[src/rtl/string_hash_bucket_assert.svh]
// Assertion macros for the string hash bucket RTL.
`ifndef STRING_HASH_BUCKET_ASSERT_SVH
`define STRING_HASH_BUCKET_ASSERT_SVH

// Same-cycle implication, disabled while reset is asserted.
`define SHB_ASSERT_NOW(lbl, clk, rst_n, ante, cons, msg) \
    lbl: assert property (@(posedge clk) disable iff (!rst_n) (ante) |-> (cons)) \
        else $error(msg);

// Next-cycle implication, disabled while reset is asserted.
`define SHB_ASSERT_NEXT(lbl, clk, rst_n, ante, cons, msg) \
    lbl: assert property (@(posedge clk) disable iff (!rst_n) (ante) |=> (cons)) \
        else $error(msg);

`endif

[src/rtl/shb_pkg.sv]
package shb_pkg;

    // Field and datapath widths
    localparam int CHAR_W = 8;
    localparam int HASH_W = 32;
    localparam int CNT_W  = $clog2(HASH_W);

    // 33 = (1 << MULT_SHIFT) + 1
    localparam int MULT_SHIFT = 5;
    localparam int FOLD_SHIFT = 5;

    localparam logic [HASH_W-1:0] BUCKETS_AT_RESET = HASH_W'(1024);

    // Remainder unit status
    typedef struct packed {
        logic busy;
        logic done;
    } div_stat_t;

endpackage

[src/rtl/shb_divider.sv]
// Iterative restoring remainder unit: one dividend bit per cycle.
// A zero divisor leaves the dividend itself as the remainder.
module shb_divider import shb_pkg::*; (
    input  logic              aclk,
    input  logic              aresetn,
    input  logic              start,
    input  logic [HASH_W-1:0] dividend,
    input  logic [HASH_W-1:0] divisor,
    output div_stat_t         stat,
    output logic [HASH_W-1:0] remainder
);

    localparam logic [CNT_W-1:0] CNT_LAST = CNT_W'(HASH_W - 1);

    logic              busy_reg;
    logic              done_reg;
    logic [CNT_W-1:0]  cnt_reg;
    logic [HASH_W-1:0] dvd_reg;
    logic [HASH_W-1:0] dsr_reg;
    logic [HASH_W-1:0] rem_reg;

    logic [HASH_W:0]   rem_shift;
    logic [HASH_W:0]   rem_sub;
    logic [HASH_W-1:0] rem_next;

    // Shift in the next dividend bit, subtract if it fits
    always_comb begin
        rem_shift = {rem_reg, dvd_reg[HASH_W-1]};
        rem_sub   = rem_shift - {1'b0, dsr_reg};
        if (rem_shift >= {1'b0, dsr_reg}) begin
            rem_next = rem_sub[HASH_W-1:0];
        end else begin
            rem_next = rem_shift[HASH_W-1:0];
        end
    end

    // Control: busy until every dividend bit is processed, then a one-cycle done pulse
    always_ff @(posedge aclk) begin
        if (!aresetn) begin
            busy_reg <= 1'b0;
            done_reg <= 1'b0;
            cnt_reg  <= '0;
        end else if (start) begin
            busy_reg <= 1'b1;
            done_reg <= 1'b0;
            cnt_reg  <= '0;
        end else if (busy_reg) begin
            cnt_reg <= cnt_reg + 1'b1;
            if (cnt_reg == CNT_LAST) begin
                busy_reg <= 1'b0;
                done_reg <= 1'b1;
            end
        end else begin
            done_reg <= 1'b0;
        end
    end

    // Datapath
    always_ff @(posedge aclk) begin
        if (start) begin
            dvd_reg <= dividend;
            dsr_reg <= divisor;
            rem_reg <= '0;
        end else if (busy_reg) begin
            dvd_reg <= {dvd_reg[HASH_W-2:0], 1'b0};
            rem_reg <= rem_next;
        end
    end

    assign stat.busy = busy_reg;
    assign stat.done = done_reg;
    assign remainder = rem_reg;

endmodule

[src/rtl/string_hash_bucket.sv]
// String hash to bucket index.
// Input channel s_*: one string byte per transaction in s_tdata. A non-zero
// byte (taken as a signed char) updates the running hash acc = acc*33 + byte
// and bytes stream at one per cycle while s_tready is high. A zero byte ends
// the string. On the terminator the hash is folded (acc + (acc >> 5)) and
// reduced modulo bucket_count by a bit-serial remainder unit, one bit per
// cycle; s_tready is low from the terminator until the result is loaded.
// The result is registered onto m_tdata, and the next byte can be taken in
// the same cycle as it appears there.
// Output channel m_*: one transaction per string. A result held in the output
// register does not block bytes of the next string; a following terminator is
// still accepted, but its result waits for the receiver to free the register.
// cfg_wr_en/cfg_wr_data write bucket_count; write only while idle. A count of
// zero gives the folded hash itself.
// Reset (aresetn low, synchronous) clears the hash, drops m_tvalid and sets
// bucket_count to 1024.
`include "string_hash_bucket_assert.svh"

module string_hash_bucket import shb_pkg::*; (
    input  logic              aclk,
    input  logic              aresetn,
    // Configuration
    input  logic              cfg_wr_en,
    input  logic [HASH_W-1:0] cfg_wr_data,     // bucket_count
    // Input stream
    input  logic              s_tvalid,
    output logic              s_tready,
    input  logic [CHAR_W-1:0] s_tdata,         // [7:0] char_byte
    // Result stream
    output logic              m_tvalid,
    input  logic              m_tready,
    output logic [HASH_W-1:0] m_tdata          // [31:0] bucket_index
);

    typedef enum logic [2:0] {
        ST_IDLE = 3'b001,
        ST_DIV  = 3'b010,
        ST_OUT  = 3'b100
    } state_t;

    state_t            state_reg, state_next;
    logic [HASH_W-1:0] acc_reg, acc_next;
    logic [HASH_W-1:0] bucket_count_reg;
    logic              m_valid_reg, m_valid_next;
    logic [HASH_W-1:0] m_data_reg;

    logic              s_xfer;
    logic              term;
    logic              out_free;
    logic              load_out;
    logic [HASH_W-1:0] char_sext;
    logic [HASH_W-1:0] acc_upd;
    logic [HASH_W-1:0] fold;
    div_stat_t         div_stat;
    logic [HASH_W-1:0] div_rem;

    assign s_tready = (state_reg == ST_IDLE);
    assign s_xfer   = s_tvalid && s_tready;
    assign term     = s_xfer && (s_tdata == '0);
    assign out_free = !m_valid_reg || m_tready;
    assign load_out = (state_reg == ST_OUT) && out_free;

    // Hash update and fold
    assign char_sext = {{(HASH_W-CHAR_W){s_tdata[CHAR_W-1]}}, s_tdata};
    assign acc_upd   = (acc_reg << MULT_SHIFT) + acc_reg + char_sext;
    assign fold      = acc_reg + (acc_reg >> FOLD_SHIFT);

    shb_divider u_div (
        .aclk      (aclk),
        .aresetn   (aresetn),
        .start     (term),
        .dividend  (fold),
        .divisor   (bucket_count_reg),
        .stat      (div_stat),
        .remainder (div_rem)
    );

    // Sequencer and accumulator
    always_comb begin
        state_next = state_reg;
        acc_next   = acc_reg;
        case (state_reg)
            ST_IDLE: begin
                if (term) begin
                    acc_next   = '0;
                    state_next = ST_DIV;
                end else if (s_xfer) begin
                    acc_next = acc_upd;
                end
            end
            ST_DIV: begin
                if (div_stat.done) begin
                    state_next = ST_OUT;
                end
            end
            ST_OUT: begin
                if (out_free) begin
                    state_next = ST_IDLE;
                end
            end
            default: begin
                state_next = ST_IDLE;
            end
        endcase
    end

    // Output register handshake
    always_comb begin
        m_valid_next = m_valid_reg;
        if (load_out) begin
            m_valid_next = 1'b1;
        end else if (m_tready) begin
            m_valid_next = 1'b0;
        end
    end

    always_ff @(posedge aclk) begin
        if (!aresetn) begin
            state_reg        <= ST_IDLE;
            acc_reg          <= '0;
            bucket_count_reg <= BUCKETS_AT_RESET;
            m_valid_reg      <= 1'b0;
        end else begin
            state_reg   <= state_next;
            acc_reg     <= acc_next;
            m_valid_reg <= m_valid_next;
            if (cfg_wr_en) begin
                bucket_count_reg <= cfg_wr_data;
            end
        end
    end

    always_ff @(posedge aclk) begin
        if (load_out) begin
            m_data_reg <= div_rem;
        end
    end

    assign m_tvalid = m_valid_reg;
    assign m_tdata  = m_data_reg;

    // Checks
    `SHB_ASSERT_NOW(a_no_accept_busy, aclk, aresetn, div_stat.busy, !s_tready,
        "byte accepted while remainder unit busy")
    `SHB_ASSERT_NOW(a_done_in_div, aclk, aresetn, div_stat.done, state_reg == ST_DIV,
        "remainder done outside divide phase")
    `SHB_ASSERT_NEXT(a_term_starts, aclk, aresetn, term, div_stat.busy && acc_reg == '0,
        "terminator did not start remainder unit or clear hash")
    `SHB_ASSERT_NEXT(a_load_valid, aclk, aresetn, load_out, m_tvalid,
        "result load did not raise m_tvalid")

endmodule
[config.mk]
export PLATFORM = sky130hd
export DESIGN_NAME = string_hash_bucket
export DESIGN_NICKNAME = d
export VERILOG_FILES = /design/src/rtl/shb_pkg.sv /design/src/rtl/shb_divider.sv /design/src/rtl/string_hash_bucket.sv
export VERILOG_INCLUDE_DIRS = /design/src /design/src/rtl
export SDC_FILE = /design/constraint.sdc
export NUM_CORES = 1
export LEC_CHECK = 0
export ABC_CLOCK_PERIOD_IN_PS = 5700
export BUFFER_PORTS_ARGS = -buffer_cell sky130_fd_sc_hd__buf_2
export CORE_MARGIN = 3
export CORE_UTILIZATION = 62
export CTS_CLUSTER_DIAMETER = 40
export DETAILED_ROUTE_END_ITERATION = 10
export MAX_ROUTING_LAYER = met4
export PLACE_DENSITY = 0.81
export SLEW_MARGIN = 20
export SYNTH_ARGS = -nofsm -noshare
export SYNTH_HDL_FRONTEND = slang
export SYNTH_SLANG_ARGS = --single-unit
[constraint.sdc]
create_clock -name aclk -period 5.7 [get_ports aclk]
set_clock_uncertainty 0.2 [all_clocks]
set_input_delay 1.71 -clock aclk [delete_from_list [all_inputs] [get_ports aclk]]
set_output_delay 1.71 -clock aclk [all_outputs]
set_load 0.05 [all_outputs]
# Yosys cells after proc, flatten, opt, wreduce, memory -nomap -nowiden
# Index checks and enable logic that the tools add are counted.
[classes] addsub=5 order_cmp=1 n_eq_ne=7 muxes=14 n_bitwise=2 reduce_logical=13
[op_table] operator="2-to-1 mux 32 bit" n=5
[op_table] operator="adder 32 bit" n=2
[op_table] operator="greater-or-equal comparator 33 x 32 -> 1 bit" n=1
[op_table] operator="adder 32 x 27 -> 32 bit" n=1
[op_table] operator="subtractor 32 bit" n=1
[op_table] operator="2-to-1 mux 3 bit" n=3
[op_table] operator="one-hot mux 3 bit (3 select lines)" n=1
[op_table] operator="zero test 8 bit" n=1
[op_table] operator="nonzero test 2 bit" n=3
[op_table] operator="adder 5 x 1 -> 5 bit (second input constant)" n=1
[op_table] operator="== test 5 bit (second input constant)" n=1
[op_table] operator="2-to-1 mux 1 bit" n=5
[op_table] operator="!= test 2 x 1 -> 1 bit (second input constant)" n=2
[op_table] operator="== test 3 x 1 -> 1 bit (second input constant)" n=1
[op_table] operator="== test 3 x 2 -> 1 bit (second input constant)" n=1
[op_table] operator="== test 3 bit (second input constant)" n=1
[op_table] operator="logical AND 1 bit" n=3
[op_table] operator="AND reduction 3 bit" n=1
[op_table] operator="OR reduction 3 bit" n=1
[op_table] operator="!= test 2 bit (second input constant)" n=1
[op_table] operator="inverter 1 bit" n=2
[op_table] operator="AND reduction 2 bit" n=1
[op_table] operator="OR reduction 2 bit" n=1
[op_table] operator="zero test 1 bit" n=1
[op_table] operator="logical OR 1 bit" n=1
[word_totals] regBits=203 inputBits=45 output_inout_bits=34 word_cells=53

# Longest topological paths before layout
# Gate-level depths: netlist of run 1.
[logic_depth] ltp_word=5 ltp_mapped=13 mapped_depth_nobuf=13

# By module
# A second synthesis of run 1 with hierarchy kept.
[hier_totals] hier_cells=1274 area_unflattened_um2=12799.8
[modules_own_cells] mod="string_hash_bucket" instances=1 cells_per_inst=724 area_each_um2=6994.2 seq_area_each_um2=2322.2
[modules_own_cells] mod="shb_divider" instances=1 cells_per_inst=550 area_each_um2=5805.6 seq_area_each_um2=2702.6

# Worst setup path after synthesis of run 1
# No wires, ideal clock.
[synth_path] path_kind="input -> register" start="in s_tdata[7]" end="reg acc_reg[30]" setup_time_ps=117 arrival_time_ps=4237 t_required_ps=5383 path_slack_ps=1145 cell_stages=11 path_buffers=0 cell_sequence="fa_1 > ha_1 > a21oi_1 > o211ai_1 > nor3_1 > o21a_1 > nor4_1 > nor3_1 > nor4_1 > or3_1 > a32o_1"
[synth_via] elab_chain_cells=4 word_cells_on_any_way=7 classes_between="add/sub (1); mux (2); reduce/logical (4)"
[synth_rtl] element="from (decl)" line_no="string_hash_bucket.sv:28" source="input logic [CHAR_W-1:0] s_tdata,"
[synth_rtl] element="parallel branches: the longest is 4 deep, another holds adder 32 bit"
[synth_rtl] element="to (signal assigned)" line_no="string_hash_bucket.sv:125" source="acc_reg <= acc_next;"
[synth_rtl] element="to (decl)" line_no="string_hash_bucket.sv:42" source="logic [HASH_W-1:0] acc_reg, acc_next;"
# Parallel ways; which one is timed is not known. The select of a mux whose other input is x is not followed.
# A chain may end at the register's enable or synchronous reset.

# Final worst setup path of run 1
# Same ends and word-level chain as after synthesis.

==> results of run 1 <==
## power by group
part           internal (mW)  total (mW)  switching, mW
Sequential              1.68        1.92          0.242
Combinational           1.28        2.96           1.67
Clock                   1.03        1.71          0.677
## cell families after synthesis
family | Yosys count
AOI/OAI and AO/OA | 383
xor gates and xnor gates | 78
adders and majority gates | 125
buffers and inverters | 118
DFF | 203
muxes | 56
and+or+nand+nor | 346
## how the worst min path moves through the flow
stage,from,depth (start not counted),end,slack (ns)
2_1_floorplan,bucket_count_reg[0],0,u_div.dsr_reg[0],0.21
3_3_place_gp,bucket_count_reg[13],0,u_div.dsr_reg[13],0.21
3_5_place_dp,bucket_count_reg[17],0,u_div.dsr_reg[17],0.21
4_1_cts,bucket_count_reg[30],0,u_div.dsr_reg[30],0.23
5_1_grt,bucket_count_reg[26],0,u_div.dsr_reg[26],0.24
6_report,bucket_count_reg[30],0,u_div.dsr_reg[30],0.23
## routing by layer
metal / GRT usage [%] / up-vias
met4: 8.97 / 0
met5: - / -
met3: 3.59 / 62
met1: 30.7 / 4546
met2: 41.5 / 236
li1: - / 4912
## Yosys cell counts, types with 6 or more instances
master	count
xor2_1	34
nand3b_1	7
a22oi_1	11
o21bai_1	20
xnor2_1	44
nor2b_1	54
o31ai_1	10
edfxtp_1	96
or3_1	7
a41oi_1	7
nor2_1	64
ha_1	96
a21oi_1	96
a31oi_1	12
a21o_1	29
fa_1	29
or2_2	6
nand2b_1	17
o21ai_0	111
a211oi_1	12
clkbuf_1	38
dfxtp_1	107
nand2_1	96
nand3_1	25
inv_1	69
o211ai_1	12
nand4_1	15
and3_1	8
mux2i_1	55
nor3b_1	9
o21a_1	14
nor3_1	17
## worst register-to-register path, cell delays in order, from the launching register on
cell	delay [ns]
dfxtp_1	0.49
ha_1	0.23
inv_1	0.06
fa_1	0.40
nor2b_1	0.16
o2111ai_1	0.14
and4b_1	0.23
o31ai_1	0.49
a41oi_1	0.34
o31ai_1	0.39
nand4_1	0.15
xor2_1	0.19
o21ai_1	0.07
## stage by stage
step	power, mW	worst slack, ns	instance area, µm²	hold WS [ns]	cells
after CTS	6.58	0.957	14300	0.227	1664
after floorplan	4.22	1.15	12700	0.208	1309
after global routing	7.06	0.645	14300	0.237	1664
after detailed placement	4.84	0.399	13300	0.213	1614
final	6.59	0.916	14300	0.228	1664
after global placement	4.74	0.565	13300	0.210	1614
## final cells by class
cell class / instances / share of cell area (%)
multi-input cells: 988 / 50.8
flip-flops and latches: 203 / 35.2
clock buffers: 28 / 4.76
repair buffers: 88 / 3.26
well taps: 265 / 2.32
inverters: 70 / 1.84
clock inverters: 22 / 1.80
==> reports/metrics.csv, run 1 <==
metric;value;unit
cts-buffers-inserted;27;
yosysWarnings;0;
synth_mux_area_share;4.44;%
finalCritPeriodShare;83.9;%
period_needed;4.78;ns
grt_max_degree;80;
critPathSlowestCell;fa_1;
crit_chain;buf_2, fa_1, ha_1, a21oi_1, o211ai_1, nor3_1, o21a_1, nor4_1, nor3_1, nor4_1, or3_1, a32o_1;
regArea;5030;µm²
wl;26.6;mm
crit_cells;12;
slowest_delay;0.48;ns
wl_met2;12.9;mm
timing.rr.start;acc_reg[5];
via_per_inst;5.86;
async_flop_share;0;%
crit_arrival;5.01;ns
area_growth;12.2;%
path_buf_inv;1;
clkTransAtPathRegs;0.06;ns
htreeDepth;1;
r2r-end;u_div.dvd_reg[30];
cp-start-kind;input pin;
final_common_cell;o21ai_0;
synth.net_count;1479;
netlist_area;12700;µm²
finalMaxSlewViolations;0;
die_width;149;µm
antenna_cells;0;
synth_seq_cells;203;
top_layer;met4;
r2r_setup_slack;1.90;ns
wire_per_inst;16.0;µm
powerDensity;462;nW/µm²
multiInputGateArea;7260;µm²
clk_path_buf_depth;3;
rows;51;
synth_area_leaders;edfxtp_1 23%, dfxtp_1 17%, ha_1 9.4%;
fin_util;72.2;%
overflow;0;
tightestPinTransition;1.05;ns
die_y;149;µm
synth_top_area_share;22.7;%
drc;0;
cts_hold_buf;0;
setup-tns-final;0;ns
status;complete, no violations;
insertion_delay;0.54;ns
dpl.hpwl;19.1;mm
ys_seq_area_share;39.5;%
grt_first_pass_wirelength;44.8;mm
hold_path.class;reg2reg;
reg2reg_depth;12;
worstPathMaxFanout;11;
tritoncts;yes;
clockRootBuffer;clkbuf_16;
synthFlopType;dfxtp_1;
vias;9756;
drt_pass1_iterations;5;
layout_common_cells;111 x o21ai_0, 106 x dfxtp_1;
drtIter0Drc;565;
end_kind;flop;
fill_cells;1467;
synth_top_family_by_area;compound AO/OA/AOI/OAI gates;
synth-xor-area-share;5.37;%
first_global_vias;9612;
synth_compound_area_share;19.2;%
finalSetupViolations;0;
endpoint;acc_reg[30];
wl_met3;1.21;mm
ys_types;79;
rsz0062_at_grt;false;
drive_above_1_share;11.4;%
port_buffers;78;
cpLargestDelayFamily;simple AND/OR/NAND/NOR gates;
post_cts_buffers;0;
peakVddDrop;530;µV
fin_nets;1548;
synth.largest_area_cell;edfxtp_1;
ant_nets;0;
syn_inst;1309;
drv_cap;0;
required;5.92;ns
cellLeakagePower;6.09;nW
met1_length;11.7;mm
grt_usage;24.7;%
dieArea;22300;µm²
hold_viol;0;
avgSynthCellArea;9.72;µm²
grt_antenna_before_repair;0;
synthAdderAreaFrac;14.0;%
cts.sinks;203;
initial_core_util;64.3;%
max_freq;209;MHz
coreArea;19800;µm²
ios;79;
crit_path_start;s_tdata[7];
slew_headroom;30.3;%
gp_congestion;0.982;
postCtsResizedCells;0;
synth-edff-count;96;
crit_type;in2reg;
yosys.area_share.simple;13.9;%
(Power assumes the default switching activity.)
==> inputs of run 2 (changes only) <==
--- a/config.mk
+++ b/config.mk
@@ -6,7 +6,7 @@
 export SDC_FILE = /design/constraint.sdc
 export NUM_CORES = 1
 export LEC_CHECK = 0
-export ABC_CLOCK_PERIOD_IN_PS = 5700
+export ABC_CLOCK_PERIOD_IN_PS = 4700
 export BUFFER_PORTS_ARGS = -buffer_cell sky130_fd_sc_hd__buf_2
 export CORE_MARGIN = 3
 export CORE_UTILIZATION = 62
==> constraint.sdc (replaced) <==
create_clock -name aclk -period 4.7 [get_ports aclk]
set_clock_uncertainty 0.2 [all_clocks]
set_input_delay 1.41 -clock aclk [delete_from_list [all_inputs] [get_ports aclk]]
set_output_delay 1.41 -clock aclk [all_outputs]
set_load 0.05 [all_outputs]
==> run 2 against run 1 <==
Net effect:
- sequential share of layout area down 0.41 points
- sequential cell count unchanged
- critical path depth increased by 1
- utilization is 0.85 points higher
- non-clock buffer count increased by 25
- clock-buffer cell count is 5 higher
- register-to-register slack lost 1.1 ns
- cell area rose by 1.2%
- routed wire length increased by 3.0%
- cell count is 1.6% higher
==> reports/metrics.csv, run 2 (synthesis results as in run 1) <==
metric;value;unit
status;complete, no violations;
cts-buffers-inserted;28;
rows;51;
drv_cap;0;
grt_first_pass_wirelength;46.6;mm
slew_headroom;29.1;%
ant_nets;0;
setup-tns-final;0;ns
post_cts_buffers;0;
die_width;149;µm
wl;27.4;mm
peakVddDrop;712;µV
clockRootBuffer;clkbuf_16;
die_y;149;µm
hold_path.class;reg2reg;
required;4.91;ns
final_area;14400;µm²
instances_no_fill;1691;
end_kind;flop;
power_frac_clock;24.2;%
p_int;4.91;mW
final_common_cell;o21ai_0;
cts_hold_buf;0;
r2r-end;u_div.remainder[9];
via_per_inst;5.91;
placed_area;13500;µm²
timing.rr.start;u_div.dsr_reg[1];
p_comb_share;46.9;%
max_freq;237;MHz
dieArea;22300;µm²
hold_ws;0.221;ns
clk_path_buf_depth;3;
finalCritPeriodShare;89.9;%
p_total;8.09;mW
reg2reg_depth;13;
ios;79;
p_sw_share;39.4;%
rsz0062_at_grt;false;
tightestPinTransition;1.06;ns
insertion_delay;0.54;ns
hold_path_end;u_div.dsr_reg[3];
overflow;0;
powerDensity;560;nW/µm²
layout_common_cells;111 x o21ai_0, 106 x dfxtp_1;
hp-start;bucket_count_reg[3];
whs_path_depth;0;
antenna_cells;0;
wire_per_inst;16.2;µm
dpl.cell_count;1638;
grt_usage;25.6;%
tritoncts;yes;
worstPathMaxFanout;7;
grt_antenna_before_repair;0;
grt_max_degree;80;
drt_pass1_iterations;5;
initial_core_util;64.3;%
clkTransAtPathRegs;0.06;ns
hold_viol;0;
first_global_vias;9881;
finalSetupViolations;0;
crit_arrival;4.44;ns
drtIter0Drc;562;
gp_congestion;1.01;
switching_power;3.18;mW
fin_nets;1574;
period_needed;4.22;ns
cts.sinks;203;
drive_above_1_share;13.0;%
finalMaxSlewViolations;0;
r2r_setup_slack;0.80;ns
crit_type;in2reg;
dpl.hpwl;19.7;mm
drc;0;
cellLeakagePower;6.20;nW
coreArea;19800;µm²
postCtsResizedCells;0;
area_growth;13.6;%
vias;9997;
port_buffers;78;
cp-start-kind;input pin;
pwr-share-seq;28.9;%
htreeDepth;1;
==> run 2: changes by cell type in the layout (fill, tap and decap cells not counted), moves of 2 or more <==
cell,previous run,this run
buf_4,10,34
bufinv_16,3,0
clkbuf_1,1,3
clkbuf_8,0,2
inv_6,3,5
inv_8,4,1
==> run 2: stage by stage <==
| step | util [%] | worst slack, ns |
|---|---|---|
| 2_1_floorplan | - | 0.445 |
| 3_3_place_gp | 68.4 | -0.0702 |
| 3_5_place_dp | 68.4 | -0.202 |
| 4_1_cts | 72.9 | 0.344 |
| 5_1_grt | 73.0 | 0.154 |
| 6_report | 73.0 | 0.475 |
==> run 2: routing by layer <==
layer,track usage (%),share of wire (%),vias to the layer above
met3,2.83,4.3,61
met1,31.9,43,4710
met4,7.51,2.9,0
li1,-,-,4968
met5,-,0,-
met2,44.2,50,258
==> run 2: area by class of cell <==
cell class / count / area (µm²)
multi-input combinational: 988 / 7260
tap: 265 / 332
sequential: 203 / 5030
clock inverter: 19 / 151
fill: 1454 / 5330
inverter: 70 / 263
timing repair buffer: 113 / 673
clock buffer: 33 / 739
==> run 2: power by group through the flow <==
stage                     Sequential (mW)  Clock, mW  Combinational (mW)
after floorplan                      2.27          0                2.85
after global placement               2.37          0                3.58
after detailed placement             2.38          0                3.70
after CTS                            2.34       1.99                3.74
after global routing                 2.38       2.07                4.26
final                                2.34       1.96                3.80
==> run 2: worst max-delay path by stage <==
stage / from / cells past startpoint / end
floorplan: s_tdata[7] / 11 / acc_reg[30]
global placement: s_tdata[7] / 14 / acc_reg[30]
detailed placement: s_tdata[7] / 13 / acc_reg[30]
CTS: s_tdata[7] / 13 / acc_reg[30]
global route: s_tdata[7] / 13 / acc_reg[30]
finish: s_tdata[7] / 13 / acc_reg[30]
==> run 2: critical path, stage by stage <==
cell,delay (ns)
buf_2,0.25
fa_1,0.44
ha_1,0.36
nand3_1,0.14
o211ai_1,0.26
nor3_1,0.08
o21a_1,0.14
nor4_2,0.39
nor3_1,0.10
buf_4,0.15
nor4_1,0.31
o21ai_0,0.13
a32o_1,0.26
==> inputs of run 3 (changes only) <==
--- a/config.mk
+++ b/config.mk
@@ -6,7 +6,6 @@
 export SDC_FILE = /design/constraint.sdc
 export NUM_CORES = 1
 export LEC_CHECK = 0
-export ABC_CLOCK_PERIOD_IN_PS = 4700
 export BUFFER_PORTS_ARGS = -buffer_cell sky130_fd_sc_hd__buf_2
 export CORE_MARGIN = 3
 export CORE_UTILIZATION = 62
@@ -14,6 +13,7 @@
 export DETAILED_ROUTE_END_ITERATION = 10
 export MAX_ROUTING_LAYER = met4
 export PLACE_DENSITY = 0.81
+export REMOVE_ABC_BUFFERS = 1
 export SLEW_MARGIN = 20
 export SYNTH_ARGS = -nofsm -noshare
 export SYNTH_HDL_FRONTEND = slang
==> run 3 against run 2 <==
Net effect:
- die area unchanged
- cell area decreased by 0.16%
- critical path depth decreased by 1
- setup slack got worse by 0.12 ns
- utilization decreased by 0.12 points
- total power increased by 1.1%
- combinational power decreased by 3%
- critical path type unchanged
- largest cell class unchanged
- largest power group unchanged
==> reports/metrics.csv, run 3 (synthesis results as in run 1) <==
metric;value;unit
htreeDepth;1;
ios;79;
layout_common_cells;111 x o21ai_0, 106 x dfxtp_1;
clkTransAtPathRegs;0.06;ns
final_common_cell;o21ai_0;
cp-start-kind;input pin;
end_kind;flop;
p_total;8.18;mW
peakVddDrop;539;µV
dpl.cell_count;1628;
gp_congestion;0.902;
vias;9923;
initial_core_util;64.3;%
coreArea;19800;µm²
powerDensity;567;nW/µm²
tritoncts;yes;
fill_cells;1431;
crit_arrival;4.56;ns
finalCritPeriodShare;92.4;%
rsz0062_at_grt;false;
via_per_inst;5.91;
wl;27.9;mm
wire_per_inst;16.6;µm
insertion_delay;0.54;ns
hold_viol;0;
cts-buffers-inserted;27;
rows;51;
drv_cap;0;
grt_first_pass_wirelength;46.6;mm
clockRootBuffer;clkbuf_16;
port_buffers;78;
drt_pass1_iterations;5;
finalMaxSlewViolations;0;
finalSetupViolations;0;
post_cts_buffers;0;
top_layer;met4;
fin_nets;1562;
antenna_cells;0;
die_width;149;µm
worstPathMaxFanout;6;
crit_type;in2reg;
drtIter0Drc;570;
instances_no_fill;1678;
grt_usage;25.7;%
ant_nets;0;
max_freq;230;MHz
cellLeakagePower;6.18;nW
drc;0;
overflow;0;
p_int;5.01;mW
power_frac_clock;26.6;%
clk_path_buf_depth;3;
hold_path.class;reg2reg;
postCtsResizedCells;0;
grt_antenna_before_repair;0;
cts.sinks;203;
wl_met3;1.06;mm
dpl.hpwl;20.0;mm
first_global_vias;9776;
drive_above_1_share;12.2;%
pwr-share-seq;28.6;%
slew_headroom;28.1;%
hold_ws;0.230;ns
area_growth;13.4;%
cts_hold_buf;0;
multiInputGateArea;7260;µm²
die_y;149;µm
p_comb_share;44.8;%
period_needed;4.34;ns
p_sw_share;38.8;%
required;4.92;ns
met1_length;12.2;mm
dieArea;22300;µm²
setup-tns-final;0;ns
grt_max_degree;61;
regArea;5030;µm²
fin_util;72.9;%
wl_met2;13.8;mm
switching_power;3.17;mW
status;complete, no violations;
tightestPinTransition;1.08;ns
[run 3: routing by layer]
layer | up-vias | track usage (%)
li1 | 4952 | -
met1 | 4657 | 31.5
met2 | 246 | 44.9
met3 | 68 | 3.16
met4 | 0 | 7.32
met5 | - | -
[run 3: layout make-up]
class	count	area share, %
clock inverters	21	1.96
well taps	265	2.30
inverters	70	1.82
multi-input cells	988	50.3
repair buffers	102	3.96
clock buffers	29	4.81
flip-flops and latches	203	34.8
[run 3: through the flow]
stage | cell area [µm²] | setup WS, ns
after floorplan | 12500 | -1.03
after global placement | 13400 | -0.0566
after detailed placement | 13400 | -0.178
after CTS | 14400 | 0.370
after global routing | 14400 | 0.0452
final | 14400 | 0.358
[run 3: worst max-delay path: stages]
cell and delay, ns:
buf_2 0.18, fa_1 0.52, ha_1 0.39, nand3_1 0.15
o211ai_1 0.23, nor3_1 0.08, o21a_1 0.13, nor4_1 0.51
nor3_1 0.17, nor4_1 0.37, o21ai_0 0.15, a32o_1 0.26
[run 3: final timing paths]
kind	start	endpoint	slack, ns	cells past startpoint
max reg2reg	u_div.dsr_reg[1]	u_div.remainder[15]	0.86	12
min	bucket_count_reg[1]	u_div.dsr_reg[1]	0.23	0
max	s_tdata[7]	acc_reg[30]	0.36	12
min reg2reg	bucket_count_reg[1]	u_div.dsr_reg[1]	0.23	0
[run 3: power by group through the flow]
stage                     logic [mW]  clock network, mW  registers, mW
final                           3.67               2.18           2.34
after global routing            4.11               2.28           2.38
after CTS                       3.64               2.21           2.34
after detailed placement        3.60                  0           2.38
after global placement          3.52                  0           2.37
after floorplan                 2.83                  0           2.27
